--- src/rtl/core/crs_pkg.sv ---
// ----------------------------------------------------------------------------
// crs_pkg
// Shared types for the streaming convolution block: request, response,
// queue command and state encodings.
// ----------------------------------------------------------------------------
package crs_pkg;

   localparam int PIX_W  = 16;
   localparam int PROD_W = 32;
   localparam int CONV_W = 36;

   typedef struct packed {
      logic                    mode;
      logic [7:0]              weight_index;
      logic signed [PIX_W-1:0] value;
   } crs_req_type;

   typedef struct packed {
      logic [CONV_W-1:0] conv_value;
      logic [2:0]        filter_number;
      logic [4:0]        out_row;
      logic [4:0]        out_col;
      logic              last;
   } crs_rsp_type;

   // One queue entry apart from the window snapshot
   typedef struct packed {
      logic                    is_window;
      logic [7:0]              widx;
      logic signed [PIX_W-1:0] value;
      logic [4:0]              orow;
      logic [4:0]              ocol;
   } crs_cmd_type;

   localparam int CMD_W = $bits(crs_cmd_type);

   typedef enum logic [1:0] {
      F_IDLE,
      F_SHIFT,
      F_PUSH
   } crs_front_state_type;

   typedef enum logic [1:0] {
      B_IDLE,
      B_WAIT,
      B_ISSUE,
      B_DRAIN
   } crs_back_state_type;

endpackage

--- src/rtl/core/crs_queue.sv ---
// ----------------------------------------------------------------------------
// crs_queue
// Two-entry FIFO between the front and the back part.
// ----------------------------------------------------------------------------
module crs_queue
   import crs_pkg::*;
#(
   parameter int DATA_W = 64
) (
   input  logic              clock,
   input  logic              reset,
   input  logic              push,
   input  logic [DATA_W-1:0] push_data,
   output logic              full,
   input  logic              pop,
   output logic [DATA_W-1:0] pop_data,
   output logic              empty
);

   logic [DATA_W-1:0] slot_ff [2];
   logic              wptr_ff;
   logic              rptr_ff;
   logic [1:0]        count_ff;

   assign full     = (count_ff == 2'd2);
   assign empty    = (count_ff == 2'd0);
   assign pop_data = slot_ff[rptr_ff];

   always_ff @(posedge clock) begin
      if (push && !full) begin
         slot_ff[wptr_ff] <= push_data;
      end
   end

   always_ff @(posedge clock) begin
      if (reset) begin
         wptr_ff  <= 1'b0;
         rptr_ff  <= 1'b0;
         count_ff <= 2'd0;
      end else begin
         if (push && !full) begin
            wptr_ff <= ~wptr_ff;
         end
         if (pop && !empty) begin
            rptr_ff <= ~rptr_ff;
         end
         count_ff <= count_ff + {1'b0, push && !full} - {1'b0, pop && !empty};
      end
   end

endmodule

--- config.mk ---
export PLATFORM = sky130hd
export DESIGN_NAME = crs_queue
export DESIGN_NICKNAME = d
export VERILOG_FILES = /design/src/rtl/core/crs_pkg.sv /design/src/rtl/core/crs_queue.sv
export SDC_FILE = /design/constraint.sdc
export NUM_CORES = 1
export LEC_CHECK = 0
export ABC_AREA = 1
export BUFFER_PORTS_ARGS = -buffer_cell sky130_fd_sc_hd__buf_2
export CAP_MARGIN = 10
export CORE_MARGIN = 10
export CORE_UTILIZATION = 40
export CTS_CLUSTER_SIZE = 24
export DETAILED_ROUTE_END_ITERATION = 6
export PLACE_DENSITY = 0.71
export SYNTH_ARGS = -nofsm -noshare
export SYNTH_HDL_FRONTEND = slang
export SYNTH_SLANG_ARGS = --single-unit
--- constraint.sdc ---
create_clock -name clock -period 4.6 [get_ports clock]
set_clock_uncertainty 0.15 [all_clocks]
set_input_delay 0.23 -clock clock [delete_from_list [all_inputs] [get_ports clock]]
set_output_delay 0.23 -clock clock [all_outputs]
set_load 0.1 [all_outputs]
==> impl_metrics.yaml <==
route:
  drtAntennaViolNets: 0
  vias: 2849
  dr.pass1.iters: 5
  via_per_inst: 4.46
  routed_wl_um: 10500
  route.detailed.drc: 0
  drtIter0Drc: 195
  wl_per_cell_um: 16.4
clock_tree:
  ctsRootBufferMaster: "clkbuf_16"
  clock_path_buffers: 2
  cts_resized: 0
  path_clk_slew_ns: 0.05
  clk_latency_ns: 0.41
  cts_buffers: 17
  cts_num_sinks: 133
  ctsHoldBuffers: 67
  post-cts-setup-buffers: 0
  htree_levels: 4
  cts_tree: "done"
grt:
  grt_usage_pct: 11.9
  grt_max_degree: 50
  grt_pass1_vias: 3294
  antenna_found_initial: 0
  grt_pass1_wl_um: 16500
  grt-ovfl-total: 0
timing:
  post-route-period-util_pct: 61.6
  rsz0062_at_grt: "false"
  period_needed_ns: 2.84
  slew_headroom_pct: 27.3
  final-hold-violation-count: 0
  final_max_slew_viol_count: 0
  fmax_mhz: 353
  setup_viol: 0
  tns_ns: 0
  worstMarginPinSlew_ns: 1.09
floorplanning:
  die_h_um: 134
  die_width_um: 134
  io_pins: 134
  dieArea_um2: 17900
  start_util_pct: 41.0
  core_area_um2: 12600
  rows: 41
power_and_ir_drop:
  peakVddDrop_uv: 475
  powerDensity_nw_per_um2: 700
  power_leakage_uw: 0.00290
run_status:
  status: "finished clean"
final_layout:
  drive_gt1_share_pct: 49.3
  nFillCells: 998
  area_growth_pct: 39.1
  stdcell_count: 639
  fin_area_um2: 7200
  register_area_um2: 3950
  nets: 524
  antenna_cells: 0
  multiInputGateArea_um2: 1070
yosys:
  synth_seq_cells: 133
  yosys_warnings: 0
  synth_cell_type_count: 12
  syn-num-nets: 308
  synth_cells: 238
  syn_area_um2: 5170
  ys_seq_area_share_pct: 76.2
  syn_avg_cell_area_um2: 21.7
hold_path:
  hold_path.class: "primary input to flop"
setup_path:
  worstSetupEndpointType: "output pin"
  cp_max_fo: 49
  crit_required_ns: 4.22
  crit_family: "flip-flops"
  slowest_delay_ns: 0.94
  path_cells: "buf_4 > mux2_4 > buf_2"
  path_buf_inv: 2
  path_class: "flop to output pin"
  cpMaxStageDelayCell: "dfxtp_4"
  worstPathArrival_ns: 2.46
  start_kind: "flop"
  rrSetupSlack_ns: 2.20
place:
  port_buffers: 133
  dp_hpwl_um: 6980
  gp_congestion: 0.689
  placedCellCount: 540
  place_area_um2: 5960
run:
  cap_violations: 0
==> metrics by stage <==
| stage | utilization (%) | hold slack [ns] | worst slack [ns] | total power (uW) |
|---|---|---|---|---|
| 2_1_floorplan | - | 0.151 | 0.729 | 3540 |
| 3_3_place_gp | 47.3 | 0.252 | 2.18 | 3750 |
| 3_5_place_dp | 47.3 | 0.261 | 2.15 | 3780 |
| 4_1_cts | 57.0 | 0.352 | 1.68 | 5100 |
| 5_1_grt | 57.0 | 0.385 | 1.62 | 5220 |
| 6_report | 57.0 | 0.383 | 1.76 | 5040 |
==> state kept, by name, indices dropped and copies added, names as in the netlist, named ones only <==
register / cells
wptr_ff: 1
slot_ff: 128
count_ff: 2
rptr_ff: 1
==> metal layers <==
layer	up-vias	global-route usage [%]	routed length (um)
met5	-	0	0
met4	0	5.26	197
met3	19	4.92	804
met2	112	20.3	5340
met1	1365	12.6	4160
li1	1353	-	-
==> final timing paths <==
kind                          startpoint                 endpoint  cells past startpoint
setup / recovery                    flop             pop_data[23]                      3
hold / removal                     reset   count_ff[0]$_SDFF_PP0_                      3
hold reg to reg     rptr_ff$_SDFFE_PP0P_                     flop                      2
setup reg to reg  count_ff[0]$_SDFF_PP0_  slot_ff[1][1]$_DFFE_PP_                      5
==> synthesized netlist by cell type <==
library cell / n / area share (%)
inv_1: 10 / 0.73
buf_6: 1 / 0.22
nand3_1: 3 / 0.29
edfxtp_1: 128 / 74
ha_1: 2 / 0.48
dfxtp_1: 5 / 1.9
nand2_1: 8 / 0.58
a21oi_1: 2 / 0.19
nor2_1: 9 / 0.65
buf_12: 6 / 2.3
mux2_2: 4 / 0.87
mux2_4: 60 / 17
==> logic make-up (layout without fill, tap and decap cells) <==
group | Yosys count | in the layout | share of synthesized area [%]
flops | 133 | 133 | 76.2
mux | 64 | 64 | 18.3
simple gates | 20 | 20 | 1.52
buf+inv | 17 | 246 | 3.27
fa+ha+maj | 2 | 2 | 0.484
compound gates | 2 | 2 | 0.194
==> placed cells by master, fill, tap and decap left out, drive strengths merged <==
cell type | Yosys | layout
clkbuf | 0 | 28
nand2 | 8 | 8
nand3 | 3 | 3
ha | 2 | 2
inv | 10 | 10
clkinv | 0 | 3
a21oi | 2 | 2
bufinv | 0 | 1
buf | 7 | 137
mux2 | 64 | 64
nor2 | 9 | 9
dlygate4sd3 | 0 | 67
edfxtp | 128 | 128
dfxtp | 5 | 5
==> power by group <==
| group | switching, uW | internal [uW] | leakage, uW |
|---|---|---|---|
| Combinational | 1640 | 483 | 0.00138 |
| Sequential | 116 | 1540 | 0.00124 |
| Clock | 442 | 812 | 0.000278 |
==> tightest hold or removal path, stage by stage <==
cell and delay [ns]:
dlygate4sd3_1 0.52, buf_2 0.11, nor2_1 0.04
==> cell type report <==
type,count,share of cell area (%)
flip-flops and latches,133,54.9
inverters,10,0.522
clock inverters,4,0.626
well taps,172,2.99
clock buffers,28,7.18
repair buffers,204,19.0
multi-input cells,88,14.8
Power figures use the tool's default switching activity.
