File: src/rtl/core/crs_pkg.sv
// ----------------------------------------------------------------------------
// crs_pkg
// Shared types for the streaming convolution block: request, response,
// queue command and state encodings.
// ----------------------------------------------------------------------------
package crs_pkg;

   localparam int PIX_W  = 16;
   localparam int PROD_W = 32;
   localparam int CONV_W = 36;

   typedef struct packed {
      logic                    mode;
      logic [7:0]              weight_index;
      logic signed [PIX_W-1:0] value;
   } crs_req_type;

   typedef struct packed {
      logic [CONV_W-1:0] conv_value;
      logic [2:0]        filter_number;
      logic [4:0]        out_row;
      logic [4:0]        out_col;
      logic              last;
   } crs_rsp_type;

   // One queue entry apart from the window snapshot
   typedef struct packed {
      logic                    is_window;
      logic [7:0]              widx;
      logic signed [PIX_W-1:0] value;
      logic [4:0]              orow;
      logic [4:0]              ocol;
   } crs_cmd_type;

   localparam int CMD_W = $bits(crs_cmd_type);

   typedef enum logic [1:0] {
      F_IDLE,
      F_SHIFT,
      F_PUSH
   } crs_front_state_type;

   typedef enum logic [1:0] {
      B_IDLE,
      B_WAIT,
      B_ISSUE,
      B_DRAIN
   } crs_back_state_type;

endpackage

File: src/rtl/core/crs_front.sv
// ----------------------------------------------------------------------------
// crs_front
// Accepts requests, keeps line buffer, sliding window and raster position,
// and forwards weight writes and complete windows to the queue.
// ----------------------------------------------------------------------------
module crs_front
   import crs_pkg::*;
#(
   parameter int IMAGE_H  = 32,
   parameter int IMAGE_W  = 32,
   parameter int KER_ROWS = 5,
   parameter int KER_COLS = 5
) (
   input  logic                                   clock,
   input  logic                                   reset,
   input  logic                                   req_valid,
   output logic                                   req_stall,
   input  crs_req_type                            req_data,
   output logic                                   q_push,
   output crs_cmd_type                            q_cmd,
   output logic [KER_ROWS*KER_COLS*PIX_W-1:0]     q_win,
   input  logic                                   q_full
);

   localparam int RW     = $clog2(IMAGE_H);
   localparam int CW     = $clog2(IMAGE_W);
   localparam int LROWS  = (KER_ROWS > 1) ? KER_ROWS - 1 : 1;
   localparam int LINE_W = LROWS * PIX_W;

   crs_front_state_type state_ff, state_in;

   logic [RW-1:0]            prow_ff, prow_in;
   logic [CW-1:0]            pcol_ff, pcol_in;
   logic signed [PIX_W-1:0]  pix_ff;
   logic [LINE_W-1:0]        line_mem [IMAGE_W];
   logic [LINE_W-1:0]        line_rd_ff;
   logic [LINE_W-1:0]        line_wr;
   logic signed [PIX_W-1:0]  col [KER_ROWS];
   logic signed [PIX_W-1:0]  win_ff [KER_ROWS][KER_COLS];
   logic [4:0]               orow_ff, ocol_ff;
   logic                     accept;
   logic                     shift_en;
   logic                     emit;

   assign accept   = req_valid && !req_stall;
   assign shift_en = (state_ff == F_SHIFT);
   assign emit     = (prow_ff >= RW'(KER_ROWS - 1)) && (pcol_ff >= CW'(KER_COLS - 1));

   always_comb begin
      for (int k = 0; k < KER_ROWS - 1; k++) begin
         col[k] = line_rd_ff[k*PIX_W +: PIX_W];
      end
      col[KER_ROWS-1] = pix_ff;
      line_wr = line_rd_ff;
      for (int k = 0; k < KER_ROWS - 1; k++) begin
         line_wr[k*PIX_W +: PIX_W] = col[k+1];
      end
      for (int r = 0; r < KER_ROWS; r++) begin
         for (int c = 0; c < KER_COLS; c++) begin
            q_win[(r*KER_COLS + c)*PIX_W +: PIX_W] = win_ff[r][c];
         end
      end
   end

   // Line buffer: one read and one write per pixel at the current column
   always_ff @(posedge clock) begin
      line_rd_ff <= line_mem[pcol_ff];
      if (shift_en) begin
         line_mem[pcol_ff] <= line_wr;
      end
   end

   always_ff @(posedge clock) begin
      if (accept && req_data.mode) begin
         pix_ff <= req_data.value;
      end
      if (shift_en) begin
         for (int r = 0; r < KER_ROWS; r++) begin
            for (int c = 0; c < KER_COLS - 1; c++) begin
               win_ff[r][c] <= win_ff[r][c+1];
            end
            win_ff[r][KER_COLS-1] <= col[r];
         end
         orow_ff <= 5'(prow_ff - RW'(KER_ROWS - 1));
         ocol_ff <= 5'(pcol_ff - CW'(KER_COLS - 1));
      end
   end

   always_ff @(posedge clock) begin
      if (reset) begin
         state_ff <= F_IDLE;
         prow_ff  <= '0;
         pcol_ff  <= '0;
      end else begin
         state_ff <= state_in;
         prow_ff  <= prow_in;
         pcol_ff  <= pcol_in;
      end
   end

   always_comb begin
      state_in  = state_ff;
      prow_in   = prow_ff;
      pcol_in   = pcol_ff;
      req_stall = 1'b1;
      q_push    = 1'b0;
      q_cmd     = '0;
      case (state_ff)
         F_IDLE: begin
            req_stall = q_full;
            q_cmd.widx  = req_data.weight_index;
            q_cmd.value = req_data.value;
            if (accept) begin
               if (req_data.mode) begin
                  state_in = F_SHIFT;
               end else begin
                  q_push = 1'b1;
               end
            end
         end
         F_SHIFT: begin
            // advance raster position, wrap at end of frame
            if (pcol_ff == CW'(IMAGE_W - 1)) begin
               pcol_in = '0;
               prow_in = (prow_ff == RW'(IMAGE_H - 1)) ? '0 : prow_ff + 1'b1;
            end else begin
               pcol_in = pcol_ff + 1'b1;
            end
            state_in = emit ? F_PUSH : F_IDLE;
         end
         F_PUSH: begin
            q_cmd.is_window = 1'b1;
            q_cmd.orow      = orow_ff;
            q_cmd.ocol      = ocol_ff;
            if (!q_full) begin
               q_push   = 1'b1;
               state_in = F_IDLE;
            end
         end
         default: begin
            state_in = F_IDLE;
         end
      endcase
   end

endmodule

File: config.mk
export PLATFORM = sky130hd
export DESIGN_NAME = crs_front
export DESIGN_NICKNAME = d
export VERILOG_FILES = /design/src/rtl/core/crs_pkg.sv /design/src/rtl/core/crs_front.sv
export SDC_FILE = /design/constraint.sdc
export NUM_CORES = 2
export LEC_CHECK = 0
export ABC_CLOCK_PERIOD_IN_PS = 20400
export BUFFER_PORTS_ARGS = -buffer_cell sky130_fd_sc_hd__buf_2
export CORE_AREA = 8 8 368 442
export CTS_CLUSTER_DIAMETER = 30
export DETAILED_ROUTE_END_ITERATION = 12
export DIE_AREA = 0 0 376 450
export GPL_TIMING_DRIVEN = 0
export MAX_ROUTING_LAYER = met4
export PLACE_DENSITY_LB_ADDON = 0.05
export SLEW_MARGIN = 0
export SYNTH_ARGS = -nofsm -noshare
export SYNTH_HDL_FRONTEND = slang
export SYNTH_SLANG_ARGS = --single-unit
export TNS_END_PERCENT = 1
File: constraint.sdc
create_clock -name clock -period 20.4 [get_ports clock]
set_input_delay 4.08 -clock clock [delete_from_list [all_inputs] [get_ports clock]]
set_output_delay 4.08 -clock clock [all_outputs]
set_load 0.02 [all_outputs]
==> metrics.md <==
| Metric | Value |
|---|---|
| Fill count | `9314` |
| Row cnt | `159` |
| Clk_lat worst skew | `0.95 ns` |
| Register area share after synthesis | `81.7%` |
| Layout cell share with drive strength beyond 1 | `25.3%` |
| Critical Path Start Type | `input port` |
| Hold_buf cts | `0` |
| Launching point of the worst reg2reg path | `pcol_ff[1]$_SDFFE_PP0P_` |
| Post-synth ARST share | `0%` |
| Final Critical Period | `8.81 ns` |
| Slew Limit Headroom | `9.08%` |
| Post-placement cell area | `99900 um2` |
| Fmax | `0.114 GHz` |
| Worst-margin pin slew | `1.36 ns` |
| Die area | `169000 um2` |
| Multi-input gate area | `15800 um2` |
| Grt ovf | `0` |
| Final Net Count | `5743` |
| Final Hold Fails | `0` |
| H-tree depth | `5` |
| Die W | `376 um` |
| Slew Viols, Final | `0` |
| Final Instance Area | `115000 um2` |
| CTS root buffer | `clkbuf_16` |
| Mapped Cells | `4692` |
| Leak pwr | `36.9 nW` |
| Utilization of the core after routing | `73.6%` |
| Post-synth cell types | `38` |
| DRT iter0 DRCs | `4652` |
| Final Power | `13.1 mW` |
| Area grow syn2layout | `23.5%` |
| P per Cell Area | `114 nW/um2` |
| Sum of buffers and inverters on the critical path | `2` |
| Final wirelength | `233 mm` |
| Critical path cell sequence | `buf_2, or3_1, buf_2` |
| Vias in the first global route | `49800` |
| IR drop worst, VDD | `0.0000912 V` |
| Synthesized area | `92700 um2` |
| Post-CTS Setup Inserts | `0` |
| Crit path launch | `q_full` |
| Die Height | `450 um` |
| All-Layer GR Usage | `27.7%` |
| # setup viols final | `0` |
| Reg2reg path depth | `12` |
| CP Class | `in -> out` |
| CP Capture Type | `output pin` |
| RSZ-0062 raised after global routing | `no` |
| IO Port Bufs | `465` |
| Dominant synthesized flop cell | `edfxtp_1` |
| Final cell count without fillers | `8145` |
| Max stage delay on crit path | `0.35 ns` |
| Status | `finished clean` |
| Clk_skew | `0.0417 ns` |
| Routed Antenna Nets | `0` |
| Routed len/inst | `28.6 um` |
| CTS tree | `done` |
| Peak fanout along the critical path | `3` |
| Core footprint | `156000 um2` |
| First-pass GRT wire length | `333 mm` |
| Data arrival, critical path | `4.73 ns` |
| Via count | `48800` |
| Initial core utilization | `59.6%` |
| Largest net degree at the start of global routing | `108` |
| RR Endpoint | `line_mem[25][32]$_DFFE_PP_` |
| WP depth | `3` |
| Iteration count of the initial detailed-routing pass | `5` |
| Worst min-delay path class | `reg -> reg` |
| Number of synthesized flops with an enable pin | `2474` |
| Syn_nets | `4735` |
| DP Wirelength | `149 mm` |
| CP most frequent cell | `buf_2` |
| Inst Count DP | `7368` |
| PostCTS Resize Cnt | `0` |
| Final Cycle Share | `43.2%` |
| Number of antenna violations at the first check in global routing | `11` |
| CP delay by family, top | `simple AND/OR/NAND/NOR gates` |
| Max-cap viol count | `0` |
| Num ports | `466` |
| Final GP Congestion | `0.808` |
| Slowest cell on the critical path | `or3_1` |
| Sequential Area | `75800 um2` |
| Clock Pin Slew Worst Setup and Hold Paths | `0.05 ns` |
| Mean area per synthesized cell | `19.8 um2` |
| Synth Register Bits | `2550` |
| Syn. warnings | `0` |
| Drt via density | `5.99` |
| CTS sink cnt | `2550` |
| Total CTS buffers | `423` |
| Flop-to-flop setup slack | `16.06 ns` |
| Worst setup endpoint | `req_stall` |
| Residual DRC | `0` |
| Max clock buf depth | `4` |
| Crit path required time | `16.32 ns` |
## logic make-up (layout without fill, tap and decap cells)
group | after synthesis | in the layout | share of synthesized area [%]
DFF | 2550 | 2550 | 81.7
muxes | 1024 | 1024 | 11.1
and+or+nand+nor | 321 | 321 | 1.93
xor gates and xnor gates | 2 | 2 | 0.0189
AOI/OAI and AO/OA | 530 | 530 | 3.58
other | 0 | 13 | 0
buffers and inverters | 251 | 1598 | 1.50
adders and majority gates | 14 | 14 | 0.189
## cells in the final DEF, fill, tap and decap left out, types with 61 or more instances in the layout
| cell | instances |
|---|---|
| dfxtp_1 | 76 |
| nor4_1 | 128 |
| buf_2 | 620 |
| clkbuf_1 | 62 |
| buf_6 | 72 |
| mux2i_1 | 1024 |
| o22ai_1 | 509 |
| buf_12 | 61 |
| edfxtp_1 | 2474 |
| nand2_1 | 78 |
| clkbuf_16 | 428 |
| bufinv_16 | 64 |
## registers in the layout (all words and copies together) (netlist names)
| register | count |
|---|---|
| pix_ff | 16 |
| ocol_ff | 5 |
| prow_ff | 5 |
| state_ff | 2 |
| orow_ff | 5 |
| pcol_ff | 5 |
| line_rd_ff | 64 |
| line_mem | 2048 |
| win_ff | 400 |
## where the power goes
part,switching (mW),leakage [nW],internal [mW]
registers,0.0530,22.9,5.75
logic,0.0682,7.02,0.0288
clock network,2.48,7.02,4.71
total,2.60,36.9,10.5
## cell usage after synthesis, drive strengths merged, types with 4 or more instances
cell type	count	area [um2]
ha	14	175
nor3	8	40.0
nor2	33	124
or3	7	43.8
inv	11	41.3
nand3	8	40.0
edfxtp	2474	74300
nand2	78	293
or4b	4	43.8
nand4b	4	35.0
and2	36	225
mux2i	1024	10200
buf	205	1210
o22ai	512	3220
clkbuf	34	128
dfxtp	76	1520
nand4bb	6	67.6
a21oi	12	60.1
nor4	128	801
## layer usage
layer,global-route usage (%),wire length [um],vias to the layer above
li1,-,-,21300
met1,33.6,87700,25100
met2,47.0,121000,2040
met3,4.38,15700,426
met4,10.8,8550,0
met5,-,0,-
## worst min-delay path by stage
stage | start | to | cells after the start
floorplan | line_rd_ff[0]$_DFF_P_ | win_ff[0][0]$_DFFE_PP_ | 0
global placement | line_rd_ff[9]$_DFF_P_ | win_ff[0][9]$_DFFE_PP_ | 0
detailed placement | line_rd_ff[6]$_DFF_P_ | win_ff[0][6]$_DFFE_PP_ | 0
CTS | line_rd_ff[8]$_DFF_P_ | win_ff[0][8]$_DFFE_PP_ | 0
global route | line_rd_ff[8]$_DFF_P_ | win_ff[0][8]$_DFFE_PP_ | 0
finish | line_rd_ff[8]$_DFF_P_ | win_ff[0][8]$_DFFE_PP_ | 0
## cell type report
| class | count | share of cell area (%) |
|---|---|---|
| multi-input cells | 1891 | 13.8 |
| clock inverters | 298 | 3.18 |
| diodes | 13 | 0.0284 |
| repair buffers | 583 | 3.79 |
| plain buffers | 239 | 1.17 |
| inverters | 12 | 0.0437 |
| clock buffers | 466 | 9.56 |
| well taps | 2093 | 2.29 |
| flip-flops and latches | 2550 | 66.2 |
## stage by stage
step	hold WS (ns)	setup TNS [ns]	setup slack, ns
floorplan	0.386	0	6.17
global placement	0.387	-3934.39	-3.78
detailed placement	0.389	0	11.59
CTS	0.397	0	11.59
global route	0.400	0	11.58
finish	0.395	0	11.59
Power figures use the tool's default switching activity.
