**src/rtl/core/crs_pkg.sv**
```systemverilog
// ----------------------------------------------------------------------------
// crs_pkg
// Shared types for the streaming convolution block: request, response,
// queue command and state encodings.
// ----------------------------------------------------------------------------
package crs_pkg;

   localparam int PIX_W  = 16;
   localparam int PROD_W = 32;
   localparam int CONV_W = 36;

   typedef struct packed {
      logic                    mode;
      logic [7:0]              weight_index;
      logic signed [PIX_W-1:0] value;
   } crs_req_type;

   typedef struct packed {
      logic [CONV_W-1:0] conv_value;
      logic [2:0]        filter_number;
      logic [4:0]        out_row;
      logic [4:0]        out_col;
      logic              last;
   } crs_rsp_type;

   // One queue entry apart from the window snapshot
   typedef struct packed {
      logic                    is_window;
      logic [7:0]              widx;
      logic signed [PIX_W-1:0] value;
      logic [4:0]              orow;
      logic [4:0]              ocol;
   } crs_cmd_type;

   localparam int CMD_W = $bits(crs_cmd_type);

   typedef enum logic [1:0] {
      F_IDLE,
      F_SHIFT,
      F_PUSH
   } crs_front_state_type;

   typedef enum logic [1:0] {
      B_IDLE,
      B_WAIT,
      B_ISSUE,
      B_DRAIN
   } crs_back_state_type;

endpackage

```
**src/rtl/core/crs_back.sv**
```systemverilog
// ----------------------------------------------------------------------------
// crs_back
// Weight memory and one multiply-accumulate unit. Runs queued weight writes
// and computes one result per filter for each queued window.
// ----------------------------------------------------------------------------
module crs_back
   import crs_pkg::*;
#(
   parameter int KER_ROWS    = 5,
   parameter int KER_COLS    = 5,
   parameter int NUM_FILTERS = 6
) (
   input  logic                               clock,
   input  logic                               reset,
   input  logic                               q_empty,
   output logic                               q_pop,
   input  crs_cmd_type                        q_cmd,
   input  logic [KER_ROWS*KER_COLS*PIX_W-1:0] q_win,
   output logic                               rsp_valid,
   input  logic                               rsp_stall,
   output crs_rsp_type                        rsp_data
);

   localparam int WIN   = KER_ROWS * KER_COLS;
   localparam int WDEP  = WIN * NUM_FILTERS;
   localparam int AW    = (WDEP > 1) ? $clog2(WDEP) : 1;
   localparam int TW    = (WIN > 1) ? $clog2(WIN) : 1;
   localparam int FW    = (NUM_FILTERS > 1) ? $clog2(NUM_FILTERS) : 1;
   localparam int ACC_A = PROD_W + TW + 1;
   localparam int ACC_W = (ACC_A > CONV_W + 2) ? ACC_A : CONV_W + 2;

   crs_back_state_type state_ff, state_in;

   logic signed [PIX_W-1:0]  wmem [WDEP];
   logic signed [PIX_W-1:0]  win_ff [WIN];
   logic [4:0]               orow_ff, ocol_ff;
   logic [AW-1:0]            addr_ff;
   logic [TW-1:0]            tap_ff;
   logic [FW-1:0]            fcnt_ff;
   logic signed [PIX_W-1:0]  wq_ff, px_ff;
   logic                     v1_ff, first1_ff, last1_ff;
   logic signed [PROD_W-1:0] prod_ff;
   logic                     v2_ff, first2_ff, last2_ff;
   logic signed [ACC_W-1:0]  acc_ff, acc_sum, prod_ext;
   logic                     out_valid_ff;
   crs_rsp_type              out_ff;
   logic                     issue;
   logic                     start;
   logic                     wr_en;
   logic                     out_free;
   logic                     done;

   assign issue    = (state_ff == B_ISSUE);
   assign out_free = !out_valid_ff || !rsp_stall;
   assign done     = v2_ff && last2_ff;
   assign wr_en    = q_pop && !q_cmd.is_window && (int'(q_cmd.widx) < WDEP);
   assign start    = q_pop && q_cmd.is_window;
   assign prod_ext = ACC_W'(prod_ff);
   assign acc_sum  = first2_ff ? prod_ext : acc_ff + prod_ext;

   assign rsp_valid = out_valid_ff;
   assign rsp_data  = out_ff;

   always_ff @(posedge clock) begin
      if (wr_en) begin
         wmem[AW'(q_cmd.widx)] <= q_cmd.value;
      end
      wq_ff <= wmem[addr_ff];
   end

   always_ff @(posedge clock) begin
      if (start) begin
         for (int k = 0; k < WIN; k++) begin
            win_ff[k] <= q_win[k*PIX_W +: PIX_W];
         end
         orow_ff <= q_cmd.orow;
         ocol_ff <= q_cmd.ocol;
      end
      px_ff     <= win_ff[tap_ff];
      first1_ff <= (tap_ff == '0);
      last1_ff  <= (tap_ff == TW'(WIN - 1));
      prod_ff   <= wq_ff * px_ff;
      first2_ff <= first1_ff;
      last2_ff  <= last1_ff;
      if (v2_ff) begin
         acc_ff <= acc_sum;
      end
      if (done) begin
         // clamp below at zero, saturate above the result width
         if (acc_sum[ACC_W-1]) begin
            out_ff.conv_value <= '0;
         end else if (|acc_sum[ACC_W-2:CONV_W]) begin
            out_ff.conv_value <= '1;
         end else begin
            out_ff.conv_value <= acc_sum[CONV_W-1:0];
         end
         out_ff.filter_number <= 3'(fcnt_ff);
         out_ff.out_row       <= orow_ff;
         out_ff.out_col       <= ocol_ff;
         out_ff.last          <= (fcnt_ff == FW'(NUM_FILTERS - 1));
      end
   end

   always_ff @(posedge clock) begin
      if (reset) begin
         state_ff     <= B_IDLE;
         addr_ff      <= '0;
         tap_ff       <= '0;
         fcnt_ff      <= '0;
         v1_ff        <= 1'b0;
         v2_ff        <= 1'b0;
         out_valid_ff <= 1'b0;
      end else begin
         state_ff <= state_in;
         v1_ff    <= issue;
         v2_ff    <= v1_ff;
         if (start) begin
            addr_ff <= '0;
            tap_ff  <= '0;
            fcnt_ff <= '0;
         end else if (issue) begin
            addr_ff <= addr_ff + 1'b1;
            tap_ff  <= (tap_ff == TW'(WIN - 1)) ? '0 : tap_ff + 1'b1;
         end
         if (done) begin
            fcnt_ff      <= fcnt_ff + 1'b1;
            out_valid_ff <= 1'b1;
         end else if (!rsp_stall) begin
            out_valid_ff <= 1'b0;
         end
      end
   end

   always_comb begin
      state_in = state_ff;
      q_pop    = 1'b0;
      case (state_ff)
         B_IDLE: begin
            q_pop = !q_empty;
            if (!q_empty && q_cmd.is_window) begin
               state_in = B_WAIT;
            end
         end
         B_WAIT: begin
            // start a filter only once the output register will be free
            if (out_free) begin
               state_in = B_ISSUE;
            end
         end
         B_ISSUE: begin
            if (tap_ff == TW'(WIN - 1)) begin
               state_in = B_DRAIN;
            end
         end
         B_DRAIN: begin
            if (done) begin
               state_in = (fcnt_ff == FW'(NUM_FILTERS - 1)) ? B_IDLE : B_WAIT;
            end
         end
         default: begin
            state_in = B_IDLE;
         end
      endcase
   end

endmodule

```
**config.mk**
```make
export PLATFORM = sky130hd
export DESIGN_NAME = crs_back
export DESIGN_NICKNAME = d
export VERILOG_FILES = /design/src/rtl/core/crs_pkg.sv /design/src/rtl/core/crs_back.sv
export SDC_FILE = /design/constraint.sdc
export NUM_CORES = 2
export LEC_CHECK = 0
export ABC_AREA = 1
export ABC_CLOCK_PERIOD_IN_PS = 13200
export BUFFER_PORTS_ARGS = -buffer_cell sky130_fd_sc_hd__buf_4
export CAP_MARGIN = 20
export CORE_MARGIN = 1.5
export CORE_UTILIZATION = 60
export DETAILED_ROUTE_END_ITERATION = 8
export PLACE_DENSITY = 0.78
export SYNTH_ARGS = -nofsm -noshare
export SYNTH_HDL_FRONTEND = slang
export SYNTH_SLANG_ARGS = --single-unit
```
**constraint.sdc**
```tcl
create_clock -name clock -period 13.2 [get_ports clock]
set_input_delay 1.32 -clock clock [delete_from_list [all_inputs] [get_ports clock]]
set_output_delay 1.32 -clock clock [all_outputs]
set_load 0.02 [all_outputs]
```
==> results_tabular.tex <==
\begin{tabular}{lr}
\hline
Metric & Value \\
\hline
\multicolumn{2}{l}{\textbf{Run status}} \\
Outcome & finished clean \\
\multicolumn{2}{l}{\textbf{Logic synthesis}} \\
Number of enable-type register cells in the synthesized netlist & 2898 \\
Proportion of register bits with asynchronous set or reset after synthesis & 0\% \\
Post-synth top area share & 66.93\% \\
Cell area after technology mapping & 130000 sq um \\
Most used standard cell by instance count after synthesis & sky130\_fd\_sc\_hd\_\_edfxtp\_1 \\
Yosys warning total & 0 \\
Netlist cell types & 46 \\
Post-synthesis sequential element count & 2987 \\
Cell types with the largest area share after synthesis & sky130\_fd\_sc\_hd\_\_edfxtp\_1, sky130\_fd\_sc\_hd\_\_nor2\_1, sky130\_fd\_sc\_hd\_\_o21ai\_0 \\
Prevailing post-synth register cell & sky130\_fd\_sc\_hd\_\_edfxtp\_1 \\
Library cell occupying the most area in the post-synthesis netlist & sky130\_fd\_sc\_hd\_\_edfxtp\_1 \\
Average cell area after synthesis & 11.85 sq um \\
Synth Net Count & 11800 \\
Sequential element share of the synthesized area & 68.30\% \\
Gate count after technology mapping & 10970 \\
Ranking of synthesized cells by instance count & sky130\_fd\_sc\_hd\_\_edfxtp\_1, sky130\_fd\_sc\_hd\_\_nor2\_1, sky130\_fd\_sc\_hd\_\_o21ai\_0 \\
\multicolumn{2}{l}{\textbf{Clock network}} \\
Insertion delay to the later sink of the worst-skew pair & 1.00 ns \\
H-tree depth & 5 \\
Post-CTS clock slew at the launch and capture registers of the worst setup and hold paths & 0.06 ns \\
Number of buffers inserted by post-CTS setup repair & 0 \\
Num CTS Buffers & 311 \\
Hold-fix buffers, CTS & 0 \\
Bufs on Longest Clock Path & 4 \\
CTS root buf & sky130\_fd\_sc\_hd\_\_clkbuf\_16 \\
Clk sinks & 2987 \\
Number of cells upsized or downsized after cts & 0 \\
CTS tree & built \\
\multicolumn{2}{l}{\textbf{Place}} \\
Sum of net half-perimeters after detailed placement & 221.7 mm \\
Pre-CTS worst setup slack & 6.917 ns \\
Cell Count Post-Placement & 13860 \\
Routability-driven placement congestion ratio & 0.9046 \\
Port-buffer cells & 490 \\
\multicolumn{2}{l}{\textbf{Timing}} \\
Fmax achieved & 158.9 MHz \\
Normalized max-slew margin & 15.88\% \\
Final min period & 6.294 ns \\
Final number of setup-violating endpoints & 0 \\
Setup TNS & 0 ns \\
Unrepaired setup endpoints after global routing & no \\
Final Cycle Share & 47.68\% \\
Slew Limit Fails & 0 \\
Smallest setup slack after layout & 6.906 ns \\
Setup clock skew after layout & 0.1214 ns \\
Worst Max-Slew Pin Slew & 1.259 ns \\
Total count of hold-check failures in the final report & 0 \\
\multicolumn{2}{l}{\textbf{Worst setup path}} \\
Critical Path End Type & flip-flop \\
Class of the most critical setup path & reg2reg \\
Signal arrival time at the worst endpoint & 7.09 ns \\
Required time at the worst-slack endpoint & 14.00 ns \\
Cell with the most instances on the worst path & sky130\_fd\_sc\_hd\_\_fa\_1 \\
Critical Path Fanout Max & 16 \\
Critical path launch point type & flip-flop \\
Cell chain of the critical path & nand2\_1, inv\_1, fa\_1, fa\_1, fa\_1, fa\_1, fa\_1, fa\_1, ha\_1, a21oi\_1, o21ai\_0, a221oi\_1, nand3\_1, xor2\_1 \\
Critical-path top delay cell & sky130\_fd\_sc\_hd\_\_fa\_1 \\
Delay contributed by the slowest stage of the critical path & 0.93 ns \\
\multicolumn{2}{l}{\textbf{Routing}} \\
Number of design rule violations left after detail routing & 0 \\
Final wirelength & 368.1 mm \\
Wire per inst & 25.53 um \\
Per-cell via count in the routed design & 6.285 \\
Detailed-routing iteration count for the pre-antenna-repair pass & 8 \\
Via count & 90640 \\
Iter 0 DRT Violations & 13980 \\
Number of nets with antenna violations after detailed routing & 0 \\
\multicolumn{2}{l}{\textbf{Global routing}} \\
Initial antenna violation count & 20 \\
Overall fraction of global-route tracks in use & 32.88\% \\
Number of global-route vias before repair & 87040 \\
Leftover overflow at the end of global routing & 0 \\
Global-route wire length before repair & 538.5 mm \\
Maximum number of pins on one net before global-route repair & 272 \\
\multicolumn{2}{l}{\textbf{Floorplanning}} \\
Total Die Area & 219500 sq um \\
Effective utilization at floorplan & 60.47\% \\
Row cnt & 170 \\
Chip Height & 468.5 um \\
Chip Width & 468.5 um \\
Core Region & 215000 sq um \\
Total I/O pin count & 491 \\
\multicolumn{2}{l}{\textbf{Worst hold path}} \\
Worst min path class & reg2reg \\
\multicolumn{2}{l}{\textbf{Final layout}} \\
Synth-to-layout area growth & 12.21\% \\
Ratio of cells with drive above 1 in the final layout & 10.28\% \\
Count of fill cells added during filler insertion & 14620 \\
Count of non-filler cells in the finished layout & 14420 \\
Post-layout nets & 12170 \\
\multicolumn{2}{l}{\textbf{Run}} \\
Maxcap violations & 0 \\
\hline
\end{tabular}
registers in the layout, summed over array words and instances, names as in the netlist:
register and count:
last1_ff 1, last2_ff 1, wq_ff 16, v1_ff 1, px_ff 16, tap_ff 5, ocol_ff 5, v2_ff 1
prod_ff 32, win_ff 400, wmem 2400, orow_ff 5, rsp_data 50, acc_ff 38, rsp_valid 1, first2_ff 1
state_ff 2, first1_ff 1, addr_ff 8, fcnt_ff 3
kinds of logic after synthesis:
logic type               Yosys count  share of synthesized area [%]
AND/OR/NAND/NOR                 3856                          11.90
buffers and inverters           1375                          4.283
XOR/XNOR                          38                         0.2560
flip-flops                      2987                          68.30
AO/OA/AOI/OAI                   2324                          9.985
adder cells (fa/ha/maj)          391                          5.281
metrics by stage:
stage	cell area, sq um	hold slack [ns]	util (%)
after CTS	145700	0.3290	67.76
after detailed placement	136300	0.3165	63.40
final	145900	0.3286	67.85
after global routing	145900	0.3449	67.84
after global placement	136300	0.3143	63.39
after floorplan	130000	0.3096	-
final timing paths:
kind | start | end | slack (ns) | cells past startpoint
worst min-delay path | last1_ff | last2_ff | 0.33 | 0
worst min register to register | last1_ff | last2_ff | 0.33 | 0
worst max register to register | wq_ff[15] | prod_ff[31] | 6.91 | 14
worst max-delay path | wq_ff[15] | prod_ff[31] | 6.91 | 14
placed cells by master (no fill, tap or decap), drive strengths merged, types with 13 or more instances in the layout:
cell / instances
edfxtp: 2898
nor2: 1991
o21ai: 1450
nand2: 1189
buf: 729
inv: 709
nand3: 572
clkbuf: 405
o211ai: 298
o22ai: 282
fa: 263
a21oi: 213
ha: 128
clkinv: 108
dfxtp: 89
o221ai: 42
or2: 37
nand4: 33
xor2: 24
diode: 19
bufinv: 16
xnor2: 14
nor3: 14
a31oi: 13
layout make-up:
| type | count | area (sq um) | area share [%] |
|---|---|---|---|
| tap | 2838 | 3551 | 2.434 |
| antenna | 19 | 47.55 | 0.03259 |
| clock inverter | 130 | 1011 | 0.6929 |
| multi-input combinational | 6609 | 35690 | 24.46 |
| inverter | 705 | 2688 | 1.842 |
| timing repair buffer | 729 | 5744 | 3.937 |
| sequential | 2987 | 88830 | 60.88 |
| clock buffer | 405 | 8354 | 5.726 |
per-layer routing:
| layer | wire length, um | share of wire, % | vias up | GRT usage (%) |
|---|---|---|---|---|
| met3 | 46120 | 13 | 972 | 7.692 |
| met5 | 43 | 0.012 | - | 0 |
| met4 | 17440 | 4.7 | 8 | 14.52 |
| met2 | 168200 | 46 | 6190 | 49.76 |
| met1 | 136400 | 37 | 44050 | 45.91 |
| li1 | - | - | 39420 | - |
worst max-delay path, delay by kind of cell, from the launching register on:
family | cells | cell delay, ns
buffers and inverters | 1 | 0.18
flip-flops | 1 | 0.81
XOR/XNOR | 1 | 0.16
AO/OA/AOI/OAI | 3 | 0.78
AND/OR/NAND/NOR | 2 | 0.35
adder cells (fa/ha/maj) | 7 | 3.87
Power is left out: the tool's default activity adds up to more than one toggle a clock period on the data nets, which glitch-free logic cannot reach.
